`config.mk`:
```
export PLATFORM = sky130hd
export DESIGN_NAME = touch_level_envelope_unit
export DESIGN_NICKNAME = d
export VERILOG_FILES = /design/src/tle_pkg.sv /design/src/touch_level_envelope_unit.sv
export SDC_FILE = /design/constraint.sdc
export NUM_CORES = 2
export LEC_CHECK = 0
export ABC_CLOCK_PERIOD_IN_PS = 14000
export BUFFER_PORTS_ARGS = -buffer_cell sky130_fd_sc_hd__buf_2
export CAP_MARGIN = 20
export CORE_ASPECT_RATIO = 2
export CORE_MARGIN = 8
export CORE_UTILIZATION = 40
export DETAILED_ROUTE_END_ITERATION = 12
export GPL_TIMING_DRIVEN = 0
export PLACE_DENSITY_LB_ADDON = 0.1
export SYNTH_ARGS = -nofsm -noshare
export SYNTH_HDL_FRONTEND = slang
export SYNTH_SLANG_ARGS = --single-unit
```
`constraint.sdc`:
```
create_clock -name clk -period 14 [get_ports clk]
set_input_delay 1.4 -clock clk [delete_from_list [all_inputs] [get_ports clk]]
set_output_delay 1.4 -clock clk [all_outputs]
set_load 0.01 [all_outputs]
```
`src/tle_pkg.sv`:
```
// Shared constants and codes for the touch level envelope unit.
`timescale 1ns / 1ps
`default_nettype none

package tle_pkg;

  localparam int NUM_CHANNELS = 4;
  localparam int READING_BITS = 16;
  localparam int IDX_W        = (NUM_CHANNELS > 1) ? $clog2(NUM_CHANNELS) : 1;

  localparam int CH_W    = 2;
  localparam int LVL_W   = 16;
  localparam int CAL_W   = 48;
  localparam int CAL_NUM = 4;
  localparam int IDXR_W  = 3;
  localparam int CLS_W   = 2;

  localparam logic [LVL_W-1:0] RAW_MASK = LVL_W'((32'h1 << READING_BITS) - 1);
  localparam logic [LVL_W-1:0] FULL_LEVEL = 16'hFFFF;

  // Register indexes
  localparam logic [IDXR_W-1:0] REG_CAL0    = 3'd0;
  localparam logic [IDXR_W-1:0] REG_CAL1    = 3'd1;
  localparam logic [IDXR_W-1:0] REG_CAL2    = 3'd2;
  localparam logic [IDXR_W-1:0] REG_CAL3    = 3'd3;
  localparam logic [IDXR_W-1:0] REG_GATE    = 3'd4;
  localparam logic [IDXR_W-1:0] REG_TRIGGER = 3'd5;
  localparam logic [IDXR_W-1:0] REG_ATTACK  = 3'd6;
  localparam logic [IDXR_W-1:0] REG_RELEASE = 3'd7;

  // Register reset values
  localparam logic [CAL_W-1:0] CAL_RESET     = 48'd300650332175;
  localparam logic [LVL_W-1:0] GATE_RESET    = 16'd5243;
  localparam logic [LVL_W-1:0] TRIGGER_RESET = 16'd13107;
  localparam logic [LVL_W-1:0] ATTACK_RESET  = 16'd6554;
  localparam logic [LVL_W-1:0] RELEASE_RESET = 16'd655;

  // Contact class codes
  localparam logic [CLS_W-1:0] CLS_IDLE     = 2'd0;
  localparam logic [CLS_W-1:0] CLS_TOUCH    = 2'd1;
  localparam logic [CLS_W-1:0] CLS_BAREFOOT = 2'd2;
  localparam logic [CLS_W-1:0] CLS_UNUSED   = 2'd3;

  function automatic logic [LVL_W-1:0] abs_diff(input logic [LVL_W-1:0] a,
                                                input logic [LVL_W-1:0] b);
    return (a > b) ? (a - b) : (b - a);
  endfunction

endpackage

`default_nettype wire

```
`src/touch_level_envelope_unit.sv`:
```
// Touch level envelope unit: reading to level, gate, trigger, envelope, class.
//
//  channel   dir  handshake          payload (low bit up)
//  s_*       in   s_tvalid/s_tready  tuser: channel[1:0]; tdata: raw_reading[15:0]
//  m_*       out  m_tvalid/m_tready  tuser: out_channel[1:0]; tdata: target_level,
//                                    envelope, note_trigger, contact_class, pad
//  cfg_*     in   cfg_we             cfg_index[2:0], cfg_data[47:0]
//
// A reading strictly between barefoot and idle passes from accept to the next
// ready through a load step, the shared restoring divider (one quotient bit
// a cycle, 16 quotient bits), a gate/multiply step and an update.
// Saturated readings skip the divider.
// rst (synchronous) restores register defaults and clears both channel stores.
// A result waiting in the output register does not block the next accept;
// only the update cycle holds while that register is still full.
`timescale 1ns / 1ps
`default_nettype none

module touch_level_envelope_unit import tle_pkg::*; (
  input  wire logic              clk,
  input  wire logic              rst,
  input  wire logic              s_tvalid,
  output logic                   s_tready,
  input  wire logic [CH_W-1:0]   s_tuser,   // channel[1:0]
  input  wire logic [15:0]       s_tdata,   // raw_reading[15:0]
  output logic                   m_tvalid,
  input  wire logic              m_tready,
  output logic [CH_W-1:0]        m_tuser,   // out_channel[1:0]
  output logic [39:0]            m_tdata,   // target_level[15:0], envelope[31:16],
                                            // note_trigger[32], contact_class[34:33]
  input  wire logic              cfg_we,
  input  wire logic [IDXR_W-1:0] cfg_index,
  input  wire logic [CAL_W-1:0]  cfg_data
);

  typedef enum logic [2:0] {
    ST_IDLE,
    ST_LOAD,
    ST_DIV,
    ST_FIN,
    ST_UPD
  } state_t;

  state_t state;

  // Configuration
  logic [CAL_W-1:0] cal [CAL_NUM];
  logic [LVL_W-1:0] gate_lvl;
  logic [LVL_W-1:0] trig_lvl;
  logic [LVL_W-1:0] attack_coef;
  logic [LVL_W-1:0] release_coef;

  // Per-channel state
  logic [LVL_W-1:0] env_store  [NUM_CHANNELS];
  logic [LVL_W-1:0] last_store [NUM_CHANNELS];

  // Working registers
  logic [CH_W-1:0]   ch;
  logic [LVL_W-1:0]  raw;
  logic [LVL_W-1:0]  rem;
  logic [LVL_W-1:0]  dvsr;
  logic [LVL_W-1:0]  quo;
  logic [3:0]        cnt;
  logic [LVL_W-1:0]  level;
  logic [CLS_W-1:0]  cls;
  logic              trig;
  logic              attack;
  logic [2*LVL_W-1:0] prod;
  logic [LVL_W-1:0]  env_old;

  // Comb helpers
  logic [IDX_W-1:0]  idx;
  logic [LVL_W-1:0]  cal_idle, cal_touch, cal_bare;
  logic [LVL_W-1:0]  d_idle, d_touch, d_bare;
  logic [CLS_W-1:0]  cls_next;
  logic [LVL_W:0]    rem_sh;
  logic              rem_ge;
  logic [LVL_W-1:0]  level_g;
  logic [LVL_W-1:0]  env_cur;
  logic              attack_next;
  logic [LVL_W-1:0]  diff_next;
  logic [LVL_W-1:0]  step;
  logic [LVL_W-1:0]  env_new;
  logic              out_free;
  logic              ch_ok;

  assign idx       = IDX_W'(ch);
  assign cal_idle  = cal[ch][47:32];
  assign cal_touch = cal[ch][31:16];
  assign cal_bare  = cal[ch][15:0];

  // Nearest calibration point; idle wins ties, then touch
  assign d_idle  = abs_diff(raw, cal_idle);
  assign d_touch = abs_diff(raw, cal_touch);
  assign d_bare  = abs_diff(raw, cal_bare);

  always_comb begin
    if (d_idle <= d_touch && d_idle <= d_bare) begin
      cls_next = CLS_IDLE;
    end else if (d_touch < d_idle && d_touch <= d_bare) begin
      cls_next = CLS_TOUCH;
    end else begin
      cls_next = CLS_BAREFOOT;
    end
  end

  // Shared divider step: shift one bit in, subtract when it fits
  assign rem_sh = {rem, 1'b0};
  assign rem_ge = (rem_sh >= {1'b0, dvsr});

  // Gate and envelope direction
  assign level_g     = (level < gate_lvl) ? '0 : level;
  assign env_cur     = env_store[idx];
  assign attack_next = (level_g > env_cur);
  assign diff_next   = attack_next ? (level_g - env_cur) : (env_cur - level_g);

  assign step    = prod[2*LVL_W-1:LVL_W];
  assign env_new = attack ? (env_old + step) : (env_old - step);

  assign out_free = !m_tvalid || m_tready;
  assign s_tready = (state == ST_IDLE);
  assign ch_ok    = ({1'b0, s_tuser} < 3'(NUM_CHANNELS));

  always_ff @(posedge clk) begin
    if (rst) begin
      state        <= ST_IDLE;
      m_tvalid     <= 1'b0;
      for (int i = 0; i < CAL_NUM; i++) begin
        cal[i] <= CAL_RESET;
      end
      gate_lvl     <= GATE_RESET;
      trig_lvl     <= TRIGGER_RESET;
      attack_coef  <= ATTACK_RESET;
      release_coef <= RELEASE_RESET;
      for (int i = 0; i < NUM_CHANNELS; i++) begin
        env_store[i]  <= '0;
        last_store[i] <= '0;
      end
    end else begin
      // Drop valid after the beat leaves, unless the update cycle refills it
      if (m_tvalid && m_tready && (state != ST_UPD)) begin
        m_tvalid <= 1'b0;
      end

      if (cfg_we) begin
        case (cfg_index)
          REG_CAL0:    cal[0]       <= cfg_data;
          REG_CAL1:    cal[1]       <= cfg_data;
          REG_CAL2:    cal[2]       <= cfg_data;
          REG_CAL3:    cal[3]       <= cfg_data;
          REG_GATE:    gate_lvl     <= cfg_data[LVL_W-1:0];
          REG_TRIGGER: trig_lvl     <= cfg_data[LVL_W-1:0];
          REG_ATTACK:  attack_coef  <= cfg_data[LVL_W-1:0];
          REG_RELEASE: release_coef <= cfg_data[LVL_W-1:0];
          default: ;
        endcase
      end

      case (state)
        ST_IDLE: begin
          // Take a beat; drop it when the channel has no store
          if (s_tvalid && ch_ok) begin
            ch    <= s_tuser;
            raw   <= s_tdata & RAW_MASK;
            state <= ST_LOAD;
          end
        end

        ST_LOAD: begin
          cls <= cls_next;
          cnt <= '0;
          quo <= '0;
          if (raw <= cal_bare) begin
            level <= FULL_LEVEL;
            state <= ST_FIN;
          end else if (raw >= cal_idle) begin
            level <= '0;
            state <= ST_FIN;
          end else begin
            rem   <= cal_idle - raw;
            dvsr  <= cal_idle - cal_bare;
            state <= ST_DIV;
          end
        end

        ST_DIV: begin
          if (rem_ge) begin
            rem <= LVL_W'(rem_sh - {1'b0, dvsr});
          end else begin
            rem <= rem_sh[LVL_W-1:0];
          end
          quo <= {quo[LVL_W-2:0], rem_ge};
          cnt <= cnt + 4'd1;
          if (cnt == 4'd15) begin
            level <= {quo[LVL_W-2:0], rem_ge};
            state <= ST_FIN;
          end
        end

        ST_FIN: begin
          level   <= level_g;
          trig    <= (level_g > trig_lvl) && (last_store[idx] <= trig_lvl);
          attack  <= attack_next;
          env_old <= env_cur;
          prod    <= {{LVL_W{1'b0}}, diff_next} *
                     {{LVL_W{1'b0}}, (attack_next ? attack_coef : release_coef)};
          state   <= ST_UPD;
        end

        ST_UPD: begin
          // Hold until the output register is free, then commit
          if (out_free) begin
            env_store[idx]  <= env_new;
            last_store[idx] <= level;
            m_tvalid        <= 1'b1;
            m_tuser         <= ch;
            m_tdata         <= {5'd0, cls, trig, env_new, level};
            state           <= ST_IDLE;
          end
        end

        default: begin
          state <= ST_IDLE;
        end
      endcase
    end
  end

endmodule

`default_nettype wire

```
==> results.yml <==
run_status:
  outcome: "complete, no violations"
floorplanning:
  ioPinCount: 118
  die_w_um: 242.3
  die_height_um: 468.7
  row_count: 166
  initial_utilization_pct: 40.19
  core_mm2: 0.1020
  dieArea_mm2: 0.1136
synth:
  synth_top_area_share_pct: 35.02
  yosysSeqAreaShare_pct: 38.44
  avgSynthCellArea_um2: 10.35
  syn_area_mm2: 0.04098
  synth_most_common_cell: "edfxtp_1"
  synth_ff_type: "edfxtp_1"
  synth_warnings: 0
  netlist_top_cells_area: "edfxtp_1 35%, ha_1 11%, fa_1 10%, mux4_2 4.4%, inv_1 4.2%"
  ys_types: 84
  synth_top_area_cell: "edfxtp_1"
  synth_async_sr_flop_share_pct: 0
  ys_ff_latch: 548
  synthesis.instances: 3958
  synth_edf_count: 478
  synthTopCellsByCount: "478 x edfxtp_1, 454 x inv_1, 392 x nand2_1, 368 x ha_1, 281 x nor2_1"
worst_setup_path:
  crit_type: "flip-flop to flip-flop"
  cp-startpoint: "level[1]"
  reg2reg_from: "level[1]"
  cp_slowest_cell: "a221oi_1"
  cp-start-kind: "flip-flop"
  crit_path_max_fanout: 10
  cp_data_arrival_time_ns: 13.62
  critPathRequiredTime_ns: 14.45
  critPathMostFrequentCell: "fa_1"
  cp_slowest_stage_delay_ns: 0.73
  cp-end-kind: "flip-flop"
finish:
  nets: 4813
  fin_util_pct: 44.86
  fillers: 9887
  final_area_mm2: 0.04575
  drive_gt1_share_pct: 9.233
  area_growth_pct: 11.62
min_path:
  min_path_type: "flip-flop to flip-flop"
  min_from: "cls[1]"
timing:
  rsz0062_at_grt: "false"
  hold_viol: 0
  setup_viol_count_final: 0
  maxSlewHeadroom_pct: 17.63
  worst_pin_slew_ns: 1.201
  slew_violations: 0
  skew_ns: 0.05060
  fin_hold_ws_ns: 0.4226
  finalSetupTns_ns: 0
  post-route-min-period_ns: 13.16
  min_period_over_period_pct: 94.02
  fmax_mhz: 75.97
place:
  dp_hpwl_um: 116800
  placed_area_mm2: 0.04380
  globalplace.congestion: 0.9738
  portBuffers: 111
cts:
  cts_tree: "done"
  htreeDepth: 2
  post_cts_buffers: 0
  clockBufferDepth: 3
  cts_sinks: 548
  cts_root_buf: "clkbuf_16"
  cts_hold_buf: 0
  cts_buffers: 54
  path_clk_slew_ns: 0.07
  clk_latency_ns: 0.67
global_routing:
  antenna_found_initial: 11
  grt_overflow: 0
  grt_pass1_wl_um: 208300
  grt_util_all_layers_pct: 24.86
  grt_max_degree: 49
  grt_pass1_vias: 32230
detailed_routing:
  ant_nets: 0
  routed_wl_um: 142900
  drt_iter0_drc: 1605
  wl_per_cell_um: 25.66
  firstDrtPassIters: 7
  viasPerCell: 5.461
  vias: 30410
  drc: 0
job:
  maxCapViolations: 0
worst paths after layout:
path / slack (ns) / cells after the start / to
min reg2reg: 0.42 / 0 / m_tdata[34]
min: 0.42 / 0 / m_tdata[34]
max reg2reg: 0.84 / 45 / prod[22]
max: 0.84 / 45 / prod[22]
cells by family after synthesis:
group                      Yosys count  share of synthesized area, %
muxes                              144                         5.987
other                                1                      0.009150
and+or+nand+nor                   1304                         15.59
adders and majority gates          572                         21.20
DFF                                548                         38.44
xor gates and xnor gates           142                         3.035
AOI/OAI and AO/OA                  617                         9.812
buffers and inverters              630                         5.929
layout make-up:
class	instances	area, um2	share of cell area [%]
diodes	11	27.53	0.06017
inverters	455	1708	3.733
clock buffers	71	1465	3.203
plain buffers	175	725.7	1.586
clock inverters	31	397.9	0.8698
flip-flops and latches	548	15760	34.44
well taps	1344	1682	3.676
repair buffers	149	1080	2.360
multi-input cells	2784	22910	50.07
worst max-delay path, delay by kind of cell (launching register included):
family                     cells  cell delay, ns
AOI/OAI and AO/OA             20            4.50
adders and majority gates      9            3.96
DFF                            1            0.60
muxes                          1            0.40
xor gates and xnor gates       2            0.86
buffers and inverters          8            1.29
and+or+nand+nor                5            1.29
metrics by stage:
step           instances  setup WS [ns]
6_report            5568         0.8377
5_1_grt             5558        0.06137
3_5_place_dp        5449         0.1971
2_1_floorplan       3962          3.455
4_1_cts             5551         0.1497
3_3_place_gp        5417         0.2288
metal layers:
metal | track usage [%] | wire length (um) | vias up
li1 | - | - | 14090
met1 | 21.99 | 44170 | 15040
met2 | 49.28 | 78970 | 838
met3 | 2.539 | 5023 | 431
met4 | 21.08 | 14680 | 6
met5 | 0 | 42 | -
registers in the layout, indices dropped and copies added, names as in the netlist, 35 cells and up, named ones only:
name        cells
last_store     64
env_store      64
cal           192
m_tdata        35
placed cells by master (no fill, tap or decap), types with 19 or more instances in the layout:
master / instances
a21o_1: 83
a21oi_1: 211
and2_1: 263
buf_2: 127
buf_4: 19
clkbuf_1: 145
clkbuf_16: 54
dfxtp_1: 70
edfxtp_1: 478
fa_1: 204
ha_1: 368
inv_1: 454
mux2i_1: 55
mux4_2: 80
nand2_1: 392
nand2b_1: 47
nand3_1: 70
nand3b_1: 26
nand4_1: 39
nor2_1: 281
nor2b_1: 42
nor3_1: 62
o21a_1: 24
o21ai_0: 106
o21bai_1: 20
or3_1: 24
xnor2_1: 87
xor2_1: 53
timing repair:
item / 4_1_cts / 5_1_grt
hold endpoints to repair: 0 / 0
resized for setup: 0 / 3
setup endpoints to repair: 0 / 10
Power is not shown: default switching activity piles up to over one toggle a cycle in this logic, so the estimate is an artifact.
